### config.mk
export PLATFORM = sky130hd
export DESIGN_NAME = sha256_byte_stream_hasher_core
export DESIGN_NICKNAME = d
export VERILOG_FILES = /design/src/rtl/core/s256_pkg.sv /design/src/rtl/core/s256_msg_sched.sv /design/src/rtl/core/s256_round.sv /design/src/rtl/core/sha256_byte_stream_hasher_core.sv
export SDC_FILE = /design/constraint.sdc
export NUM_CORES = 2
export LEC_CHECK = 0
export ABC_CLOCK_PERIOD_IN_PS = 45700
export BUFFER_PORTS_ARGS = -buffer_cell sky130_fd_sc_hd__buf_2
export CORE_UTILIZATION = 62
export CTS_CLUSTER_SIZE = 14
export DETAILED_ROUTE_END_ITERATION = 10
export MAX_ROUTING_LAYER = met4
export PLACE_DENSITY = 0.85
export SETUP_SLACK_MARGIN = 0.02
export SYNTH_ARGS = -nofsm -noshare
export SYNTH_HDL_FRONTEND = slang
export SYNTH_SLANG_ARGS = --single-unit
### constraint.sdc
create_clock -name clk -period 45.7 [get_ports clk]
set_clock_uncertainty 0.15 [all_clocks]
set_input_delay 9.14 -clock clk [delete_from_list [all_inputs] [get_ports clk]]
set_output_delay 9.14 -clock clk [all_outputs]
set_load 0.02 [all_outputs]
### src/rtl/core/s256_pkg.sv
package s256_pkg;

  typedef logic [31:0] word_t;

  // working variables a..h, index 0 is a
  typedef logic [7:0][31:0] work_t;

  typedef struct packed {
    logic       shift_in;
    logic       step;
    logic [7:0] din;
  } sched_ctl_t;

  localparam work_t IV_HASH = {
    32'h5BE0CD19, 32'h1F83D9AB, 32'h9B05688C, 32'h510E527F,
    32'hA54FF53A, 32'h3C6EF372, 32'hBB67AE85, 32'h6A09E667
  };

  localparam logic [7:0] PAD_BYTE = 8'h80;
  localparam logic [5:0] LEN_POS  = 6'd56;
  localparam logic [31:0] BLOCK_BITS = 32'd512;

  function automatic word_t ssig0(input word_t x);
    return {x[6:0], x[31:7]} ^ {x[17:0], x[31:18]} ^ (x >> 3);
  endfunction

  function automatic word_t ssig1(input word_t x);
    return {x[16:0], x[31:17]} ^ {x[18:0], x[31:19]} ^ (x >> 10);
  endfunction

  function automatic word_t bsig0(input word_t x);
    return {x[1:0], x[31:2]} ^ {x[12:0], x[31:13]} ^ {x[21:0], x[31:22]};
  endfunction

  function automatic word_t bsig1(input word_t x);
    return {x[5:0], x[31:6]} ^ {x[10:0], x[31:11]} ^ {x[24:0], x[31:25]};
  endfunction

  function automatic word_t round_k(input logic [5:0] r);
    word_t k;
    unique case (r)
      6'd0:  k = 32'h428a2f98;
      6'd1:  k = 32'h71374491;
      6'd2:  k = 32'hb5c0fbcf;
      6'd3:  k = 32'he9b5dba5;
      6'd4:  k = 32'h3956c25b;
      6'd5:  k = 32'h59f111f1;
      6'd6:  k = 32'h923f82a4;
      6'd7:  k = 32'hab1c5ed5;
      6'd8:  k = 32'hd807aa98;
      6'd9:  k = 32'h12835b01;
      6'd10: k = 32'h243185be;
      6'd11: k = 32'h550c7dc3;
      6'd12: k = 32'h72be5d74;
      6'd13: k = 32'h80deb1fe;
      6'd14: k = 32'h9bdc06a7;
      6'd15: k = 32'hc19bf174;
      6'd16: k = 32'he49b69c1;
      6'd17: k = 32'hefbe4786;
      6'd18: k = 32'h0fc19dc6;
      6'd19: k = 32'h240ca1cc;
      6'd20: k = 32'h2de92c6f;
      6'd21: k = 32'h4a7484aa;
      6'd22: k = 32'h5cb0a9dc;
      6'd23: k = 32'h76f988da;
      6'd24: k = 32'h983e5152;
      6'd25: k = 32'ha831c66d;
      6'd26: k = 32'hb00327c8;
      6'd27: k = 32'hbf597fc7;
      6'd28: k = 32'hc6e00bf3;
      6'd29: k = 32'hd5a79147;
      6'd30: k = 32'h06ca6351;
      6'd31: k = 32'h14292967;
      6'd32: k = 32'h27b70a85;
      6'd33: k = 32'h2e1b2138;
      6'd34: k = 32'h4d2c6dfc;
      6'd35: k = 32'h53380d13;
      6'd36: k = 32'h650a7354;
      6'd37: k = 32'h766a0abb;
      6'd38: k = 32'h81c2c92e;
      6'd39: k = 32'h92722c85;
      6'd40: k = 32'ha2bfe8a1;
      6'd41: k = 32'ha81a664b;
      6'd42: k = 32'hc24b8b70;
      6'd43: k = 32'hc76c51a3;
      6'd44: k = 32'hd192e819;
      6'd45: k = 32'hd6990624;
      6'd46: k = 32'hf40e3585;
      6'd47: k = 32'h106aa070;
      6'd48: k = 32'h19a4c116;
      6'd49: k = 32'h1e376c08;
      6'd50: k = 32'h2748774c;
      6'd51: k = 32'h34b0bcb5;
      6'd52: k = 32'h391c0cb3;
      6'd53: k = 32'h4ed8aa4a;
      6'd54: k = 32'h5b9cca4f;
      6'd55: k = 32'h682e6ff3;
      6'd56: k = 32'h748f82ee;
      6'd57: k = 32'h78a5636f;
      6'd58: k = 32'h84c87814;
      6'd59: k = 32'h8cc70208;
      6'd60: k = 32'h90befffa;
      6'd61: k = 32'ha4506ceb;
      6'd62: k = 32'hbef9a3f7;
      6'd63: k = 32'hc67178f2;
      default: k = 32'h0;
    endcase
    return k;
  endfunction

endpackage

### src/rtl/core/s256_msg_sched.sv
module s256_msg_sched (
  input  logic                 clk,
  input  s256_pkg::sched_ctl_t ctl,
  output s256_pkg::word_t      wt
);
  import s256_pkg::*;

  // index 15 holds the oldest word
  logic [15:0][31:0] win_r;
  logic [15:0][31:0] win_nxt;
  word_t             w_new;

  assign w_new = ssig1(win_r[1]) + win_r[6] + ssig0(win_r[14]) + win_r[15];
  assign wt    = win_r[15];

  always_comb begin
    win_nxt = win_r;
    if (ctl.shift_in) begin
      win_nxt = {win_r[15][23:0], win_r[14:0], ctl.din};
    end else if (ctl.step) begin
      win_nxt = {win_r[14:0], w_new};
    end
  end

  always_ff @(posedge clk) begin
    win_r <= win_nxt;
  end

endmodule

### src/rtl/core/s256_round.sv
module s256_round (
  input  s256_pkg::work_t v,
  input  s256_pkg::word_t k,
  input  s256_pkg::word_t w,
  output s256_pkg::work_t v_nxt
);
  import s256_pkg::*;

  word_t ch;
  word_t maj;
  word_t t1;
  word_t t2;

  assign ch    = (v[4] & v[5]) ^ (~v[4] & v[6]);
  assign maj   = (v[0] & v[1]) ^ (v[0] & v[2]) ^ (v[1] & v[2]);
  assign t1    = v[7] + bsig1(v[4]) + ch + k + w;
  assign t2    = bsig0(v[0]) + maj;
  assign v_nxt = {v[6], v[5], v[4], v[3] + t1, v[2], v[1], v[0], t1 + t2};

endmodule

### src/rtl/core/sha256_byte_stream_hasher_core.sv
// channel | ports                        | contents
// input   | in_tvalid/in_tready          | in_tdata[7:0] data byte, in_tuser finish flag
// output  | out_tvalid/out_tready        | out_tdata[31:0] digest word, [34:32] word index
//         |                              | out_tlast on the eighth word
// data bytes are taken while idle; every 64th byte starts 64 rounds and the
// feed-forward add in the single round unit, and no byte is taken until they end
// finish writes pad bytes one per cycle up to byte 56, then 8 length bytes, then
// the rounds per block (two blocks when 56 or more bytes were held), then 8 words
// in_tready is high only while idle; output words hold while out_tready is low
// rst_n is synchronous; the hash returns to its initial value after each digest
module sha256_byte_stream_hasher_core (
  input  logic        clk,
  input  logic        rst_n,
  input  logic        in_tvalid,
  output logic        in_tready,
  input  logic [7:0]  in_tdata,   // data_byte
  input  logic        in_tuser,   // cmd
  output logic        out_tvalid,
  input  logic        out_tready,
  output logic [39:0] out_tdata,  // digest_word, word_index, zero fill
  output logic        out_tlast   // last_word
);
  import s256_pkg::*;

  typedef enum logic [5:0] {
    ST_IDLE  = 6'b000001,
    ST_PAD   = 6'b000010,
    ST_LEN   = 6'b000100,
    ST_ROUND = 6'b001000,
    ST_FOLD  = 6'b010000,
    ST_EMIT  = 6'b100000
  } state_t;

  state_t      st_r, st_nxt;
  work_t       chain_r, chain_nxt;
  work_t       work_r, work_nxt;
  work_t       round_out;
  logic [5:0]  fill_r, fill_nxt;
  logic [5:0]  rnd_r, rnd_nxt;
  logic [2:0]  idx_r, idx_nxt;
  logic [31:0] bitlen_r, bitlen_nxt;
  logic [31:0] total_r, total_nxt;
  logic        fin_r, fin_nxt;
  logic        done_r, done_nxt;
  logic [7:0]  len_byte;
  sched_ctl_t  sctl;
  word_t       wt;

  s256_msg_sched u_sched (
    .clk (clk),
    .ctl (sctl),
    .wt  (wt)
  );

  s256_round u_round (
    .v     (work_r),
    .k     (round_k(rnd_r)),
    .w     (wt),
    .v_nxt (round_out)
  );

  // length field bytes 0..3 are zero, bytes 4..7 the bit count
  always_comb begin
    len_byte = 8'h00;
    if (fill_r[2]) begin
      case (fill_r[1:0])
        2'd0:    len_byte = total_r[31:24];
        2'd1:    len_byte = total_r[23:16];
        2'd2:    len_byte = total_r[15:8];
        default: len_byte = total_r[7:0];
      endcase
    end
  end

  always_comb begin
    st_nxt     = st_r;
    chain_nxt  = chain_r;
    work_nxt   = work_r;
    fill_nxt   = fill_r;
    rnd_nxt    = rnd_r;
    idx_nxt    = idx_r;
    bitlen_nxt = bitlen_r;
    total_nxt  = total_r;
    fin_nxt    = fin_r;
    done_nxt   = done_r;
    sctl       = '0;
    unique case (st_r)
      ST_IDLE: begin
        if (in_tvalid) begin
          sctl.shift_in = 1'b1;
          fill_nxt      = fill_r + 6'd1;
          if (in_tuser) begin
            sctl.din  = PAD_BYTE;
            total_nxt = bitlen_r + {23'd0, fill_r, 3'd0};
            fin_nxt   = 1'b1;
            st_nxt    = ST_PAD;
          end else begin
            sctl.din = in_tdata;
          end
          if (&fill_r) begin
            st_nxt   = ST_ROUND;
            rnd_nxt  = '0;
            work_nxt = chain_r;
          end
        end
      end
      ST_PAD: begin
        if (fill_r == LEN_POS) begin
          st_nxt = ST_LEN;
        end else begin
          sctl.shift_in = 1'b1;
          fill_nxt      = fill_r + 6'd1;
          if (&fill_r) begin
            st_nxt   = ST_ROUND;
            rnd_nxt  = '0;
            work_nxt = chain_r;
          end
        end
      end
      ST_LEN: begin
        sctl.shift_in = 1'b1;
        sctl.din      = len_byte;
        fill_nxt      = fill_r + 6'd1;
        if (&fill_r) begin
          st_nxt   = ST_ROUND;
          rnd_nxt  = '0;
          work_nxt = chain_r;
          done_nxt = 1'b1;
        end
      end
      ST_ROUND: begin
        sctl.step = 1'b1;
        work_nxt  = round_out;
        rnd_nxt   = rnd_r + 6'd1;
        if (&rnd_r) begin
          st_nxt = ST_FOLD;
        end
      end
      ST_FOLD: begin
        for (int i = 0; i < 8; i++) begin
          chain_nxt[i] = chain_r[i] + work_r[i];
        end
        bitlen_nxt = bitlen_r + BLOCK_BITS;
        if (!fin_r) begin
          st_nxt = ST_IDLE;
        end else if (done_r) begin
          st_nxt  = ST_EMIT;
          idx_nxt = '0;
        end else begin
          st_nxt = ST_PAD;
        end
      end
      ST_EMIT: begin
        if (out_tready) begin
          idx_nxt = idx_r + 3'd1;
          if (&idx_r) begin
            chain_nxt  = IV_HASH;
            fill_nxt   = '0;
            bitlen_nxt = '0;
            fin_nxt    = 1'b0;
            done_nxt   = 1'b0;
            st_nxt     = ST_IDLE;
          end
        end
      end
      default: begin
        st_nxt = ST_IDLE;
      end
    endcase
  end

  always_ff @(posedge clk) begin
    if (!rst_n) begin
      st_r     <= ST_IDLE;
      chain_r  <= IV_HASH;
      fill_r   <= '0;
      rnd_r    <= '0;
      idx_r    <= '0;
      bitlen_r <= '0;
      fin_r    <= 1'b0;
      done_r   <= 1'b0;
    end else begin
      st_r     <= st_nxt;
      chain_r  <= chain_nxt;
      fill_r   <= fill_nxt;
      rnd_r    <= rnd_nxt;
      idx_r    <= idx_nxt;
      bitlen_r <= bitlen_nxt;
      fin_r    <= fin_nxt;
      done_r   <= done_nxt;
    end
  end

  always_ff @(posedge clk) begin
    work_r  <= work_nxt;
    total_r <= total_nxt;
  end

  assign in_tready  = (st_r == ST_IDLE);
  assign out_tvalid = (st_r == ST_EMIT);
  assign out_tdata  = {5'd0, idx_r, chain_r[idx_r]};
  assign out_tlast  = &idx_r;

  a_no_overlap: assert property (@(posedge clk) disable iff (!rst_n)
    in_tready |-> !out_tvalid)
    else $error("input taken while digest words are pending");

  a_fold_after_rounds: assert property (@(posedge clk) disable iff (!rst_n)
    (st_r == ST_FOLD) |-> ($past(st_r) == ST_ROUND) && ($past(rnd_r) == 6'd63))
    else $error("feed-forward add without a full set of rounds");

  a_first_word: assert property (@(posedge clk) disable iff (!rst_n)
    $rose(out_tvalid) |-> (out_tdata[34:32] == 3'd0))
    else $error("digest does not start at word zero");

  a_back_to_idle: assert property (@(posedge clk) disable iff (!rst_n)
    out_tvalid && out_tready && out_tlast |=> in_tready && (fill_r == 6'd0))
    else $error("not idle and empty after the last digest word");

endmodule
# After elaboration in Yosys (flattened, before gate mapping)
# Memory sizes are Yosys's and may differ from the RTL's. A register that Yosys moved wholly into a read port is not among the register bits.
# Index checks and enable logic that the tools add are counted.
[totals]
ff_bits = 1111
romBits = 2048
elab_cells = 175
memories = 1
[op_classes]
addsub = 23
magnitude_cmp = 1
n_eq_ne = 19
n_mux = 56
bitwise = 17
n_reduce_logical = 18
[mem_list]
columns = ["name", "words", "word_bits", "read_ports", "rd_ports_with_merged_regs", "write_ports", "line_no", "text"]
rows = [
  ["(no name shown)", 64, 32, 1, 1, 0, "s256_pkg.sv:41", "unique case (r)"],
]
[ops]
columns = ["op", "n"]
rows = [
  ["$mux W256", 5],
  ["$mux W512", 2],
  ["$pmux W256 S4", 1],
  ["$add A32 B32 Y32", 18],
  ["$pmux W256 S2", 1],
  ["$xor A32 B32 Y32", 9],
  ["$and A32 B32 Y32", 5],
  ["$mux W6", 19],
  ["$bmux W32 S3", 1],
  ["$mux W32", 3],
  ["$pmux W32 S2", 1],
  ["$pmux W6 S4", 2],
  ["$pmux W6 S6", 1],
  ["$add A32 B10 Y32 const B", 1],
  ["$add A32 B9 Y32", 1],
  ["$not A32 Y32", 1],
  ["$xor A32 B22 Y32", 1],
  ["$xor A32 B29 Y32", 1],
  ["$mux W8", 3],
  ["$pmux W8 S3", 1],
  ["$pmux W8 S2", 1],
  ["$reduce_and A5 Y1", 3],
  ["$add A6 B1 Y6 const B", 2],
  ["$eq A6 B6 Y1 const B", 2],
  ["23 further kinds", 49],
]

# Longest topological paths before layout
[depth]
word_depth = 8
depth_mapped = 34
mapped_depth_nobuf = 33

# Modules after synthesis
# Synthesis repeated with hierarchy kept, for this count alone.
[unflattened]
cells_unflattened = 7729
area_unflattened_um2 = 77505.6
[modules_own_cells]
columns = ["module", "n_inst", "cells_each", "area_each_um2", "seq_area_each_um2"]
rows = [
  ["sha256_byte_stream_hasher_core", 1, 4720, 40556.4, 15244.6],
  ["s256_msg_sched", 1, 1697, 26006.2, 15374.7],
  ["s256_round", 1, 1312, 10943.0, 0.0],
]

# Worst setup path after synthesis
# OpenSTA, ideal clock, no wires.
[synth_timing]
kind = "input to register"
startpoint = "input port in_tvalid"
endpoint = "register u_round.k[9] (netlist name)"
setup_ns = 0.131
t_arrival_ns = 23.189
required_ns = 45.419
path_slack_ns = 22.230
path_stages = 9
n_path_buf = 1
path_cell_list = "o21a_1 -> and2_1 -> a31o_4 -> inv_4 -> buf_6 -> nand2_1 -> nor2_1 -> a2111oi_0 -> o32ai_1"
[synth_between]
elab_chain_len = 4
[synth_rtl]
columns = ["item", "line_no", "text"]
rows = [
  ["start, declared", "sha256_byte_stream_hasher_core.sv:14", "input logic in_tvalid,"],
  ["$ne A2 B2 Y1 (no line)", "--", ""],
  ["$reduce_and A3 Y1 (no line)", "--", ""],
  ["$mux W6 (no line) (2 in series)", "--", ""],
]
# No other way between the ends.
# A chain may end at the register's enable or synchronous reset.

# Worst setup path in the final report
[layout_timing]
startpoint = "register idx_r[0]"
endpoint = "output port out_tdata[22]"
[layout_between]
elab_chain_len = 2
[layout_rtl]
columns = ["item", "line_no", "text"]
rows = [
  ["start, declared", "sha256_byte_stream_hasher_core.sv:40", "logic [2:0] idx_r, idx_nxt;"],
  ["start signal, assigned", "sha256_byte_stream_hasher_core.sv:187", "idx_r <= idx_nxt;"],
  ["$bmux W32 S3", "sha256_byte_stream_hasher_core.sv:201", "assign out_tdata = {5'd0, idx_r, chain_r[idx_r]};"],
  ["$mux W32 (not written as such)", "sha256_byte_stream_hasher_core.sv:201", ""],
  ["end, declared", "sha256_byte_stream_hasher_core.sv:20", "output logic [39:0] out_tdata,"],
]
# No other way between the ends. The select of a mux whose other input is x is not followed.

==> impl_metrics.tcl <==
set metrics [dict create \
    outcome "finished with violations" \
    violations "antenna violations" \
    synth_top_area_frac 0.320 \
    crit_buf_inv 2 \
    cts_resized 0 \
    core-area_sq_um 120000 \
    synth.most_common_cell "nand2_1" \
    cts_tree "done" \
    critPathRequiredTime_ns 36.41 \
    yosysSeqAreaShare 0.410 \
    finalHoldViolCount 0 \
    final_cell_count_no_fill 9833 \
    r2r-end "work_r[31]$_DFFE_PP_" \
    r2r_setup_slack_ns 36.09 \
    period_minus_slack_ns 12.89 \
    syn2layout_area_growth_pct 6.95 \
    yosys_warnings 0 \
    antenna_found_initial 6 \
    max_freq_mhz 77.6 \
    worst_ep_arrival_time_ns 3.60 \
    fin_tns_setup_ns 0 \
    path_class "reg -> out" \
    grt_usage 0.391 \
    drtAntennaViolNets 1 \
    path_clk_slew_ns 0.06 \
    post_cts.repair.setup_buffers 0 \
    ys_async_sr_fraction 0 \
    placed_cells 9589 \
    whs_endpoint "total_r[31]$_DFFE_PP_" \
    start_kind "flop" \
    worst_pin_slew_ns 1.26 \
    clockRootBuffer "clkbuf_16" \
    numClockSinks 1131 \
    num_rows 127 \
    drt-total-wl_mm 234 \
    rsz0062_at_grt "no" \
    path_cells "buf_4, mux4_2, mux2_2, buf_2" \
    dieArea_sq_um 122000 \
    clk_latency_ns 0.77 \
    grt_pass1_vias 60212 \
    min_period_over_period 0.282 \
    yosysUniqueCellTypes 100 \
    numPortBuffers 50 \
    nNetsFinal 8714 \
    cts_made_buffers 130 \
    wl_per_cell_um 23.8 \
    synth-seq-cells 1131 \
    avgViaCountPerCell 6.34 \
    hp-class "reg -> reg" \
    ys_top_cells_by_count "2,440 x nand2_1, 797 x edfxtp_1, 437 x o21ai_0" \
    clock_path_buffers 3 \
    avgSynthCellArea_sq_um 8.96 \
    cp_slowest_stage_delay_ns 0.84 \
    drive_gt1_frac 0.0623 \
    grt_pass1_wl_mm 352 \
    overflow 0 \
    die_h_um 349 \
    die_w_um 349 \
    ys_top_cells_by_area "edfxtp_1 32%, nand2_1 12%, dfxtp_1 8.9%, ha_1 6.6%, fa_1 5.2%" \
    num_vias 62319 \
    crit_fanout 35 \
    critical_path.top_delay_family "multiplexers" \
    min_from "bitlen_r[31]$_SDFFE_PN0P_" \
    drc_errors 0 \
    worstReg2RegStart "work_r[140]$_DFFE_PP_" \
    cts_hold_buf 0 \
    synth_top_flop_cell "edfxtp_1" \
    netlist_area_sq_um 74700 \
    maxSlewViolCount 0 \
    fin_util 0.668 \
    synth_top_area_cell "edfxtp_1" \
    maxCapViolCount 0 \
    h-tree-depth 4 \
    drt_first_iter_violations 7747 \
    critPathCaptureType "output pin" \
    dr.pass1.iters 7 \
    slowest_stage "dfxtp_4" \
    setup_violations 0 \
    initial_core_util 0.625 \
    r2r_cells 32 \
    grt_max_degree 269 \
    holdPathStages 0 \
    synth_edf_count 797 \
    gp_congestion 0.999 \
    hpwl_mm 166 \
    io_pins 56 \
    syn_inst 8345 \
    relSlewSlack 0.160 \
]
## cell usage in the layout, fill, tap and decap left out, types with 28 or more instances in the layout
cell       count
clkbuf_1      32
o31ai_1       32
nor2b_1       41
edfxtp_1     797
xor2_1       236
nor2_1       363
nor3_1        90
o21a_1        56
o21ai_0      437
clkbuf_16    132
a211oi_1      51
nand3_1      100
dfxtp_1      331
a22oi_1       61
inv_1        430
a21o_1       181
or3_1         36
nand2_1     2438
a21oi_1      391
and3_1        47
mux2_2        66
fa_1         195
a31oi_1       47
nand4_1       33
clkinv_2      28
mux4_2        64
o21bai_1      45
ha_1         397
o211ai_1     103
nand2b_1      57
buf_2         50
xnor2_1      349
buf_4         61
## kinds of logic (layout without fill, tap and decap cells)
| kind of cell | count (synthesis) | in the layout | share of synthesized area |
|---|---|---|---|
| and+or+nand+nor | 3298 | 3298 | 0.180 |
| AOI/OAI and AO/OA | 1669 | 1669 | 0.144 |
| DFF | 1131 | 1131 | 0.410 |
| buffers and inverters | 928 | 792 | 0.0481 |
| adders and majority gates | 596 | 596 | 0.119 |
| xor gates and xnor gates | 585 | 585 | 0.0686 |
| muxes | 137 | 137 | 0.0302 |
| other | 1 | 13 | 0.0000502 |
## registers in the layout, indices dropped and copies added, names as in the netlist
| signal | flops |
|---|---|
| rnd_r | 6 |
| done_r | 1 |
| idx_r | 3 |
| total_r | 29 |
| bitlen_r | 23 |
| u_sched.win_r | 480 |
| chain_r | 256 |
| work_r | 256 |
| st_r | 6 |
| fin_r | 1 |
| fill_r | 6 |
| u_round.k | 32 |
| u_sched.wt | 32 |
## per-layer routing
layer,vias to the layer above,global-route usage,routed length (um)
met5,-,-,0
met4,0,0.258,17800
met3,776,0.0579,20800
met2,3363,0.607,107000
met1,29945,0.475,87800
li1,28235,-,-
## worst max path at each step
stage                                startpoint              endpoint  slack [ns]  depth (start not counted)
final                     idx_r[0]$_SDFFE_PN0P_         out_tdata[22]       32.81                          4
after global routing      idx_r[0]$_SDFFE_PN0P_         out_tdata[22]       32.68                          4
after CTS                 idx_r[0]$_SDFFE_PN0P_         out_tdata[22]       32.78                          4
after detailed placement              in_tvalid  u_round.k[2]$_DFF_P_       32.53                         12
after global placement                in_tvalid  u_round.k[2]$_DFF_P_       32.48                         12
after floorplan                       in_tvalid  u_round.k[9]$_DFF_P_       22.23                          9
## cell type report
cell class,instances,area [sq um]
repair buffers,117,828
diodes,8,20.0
fillers,9350,39700
inverters,439,1660
multi-input cells,6290,40600
well taps,1612,2020
flip-flops and latches,1131,30600
clock inverters,61,583
clock buffers,175,3570
## per-stage QoR
| stage | hold WS, ns | setup WS [ns] | instance area [sq um] |
|---|---|---|---|
| final | 0.305 | 32.81 | 79900 |
| after global routing | 0.332 | 32.68 | 79900 |
| after CTS | 0.307 | 32.78 | 79900 |
| after detailed placement | 0.292 | 32.53 | 75800 |
| after global placement | 0.283 | 32.48 | 75800 |
| after floorplan | 0.299 | 22.23 | 74800 |
Power is left out: the tool's default activity adds up to more than one toggle a clock period on the data nets, which glitch-free logic cannot reach.
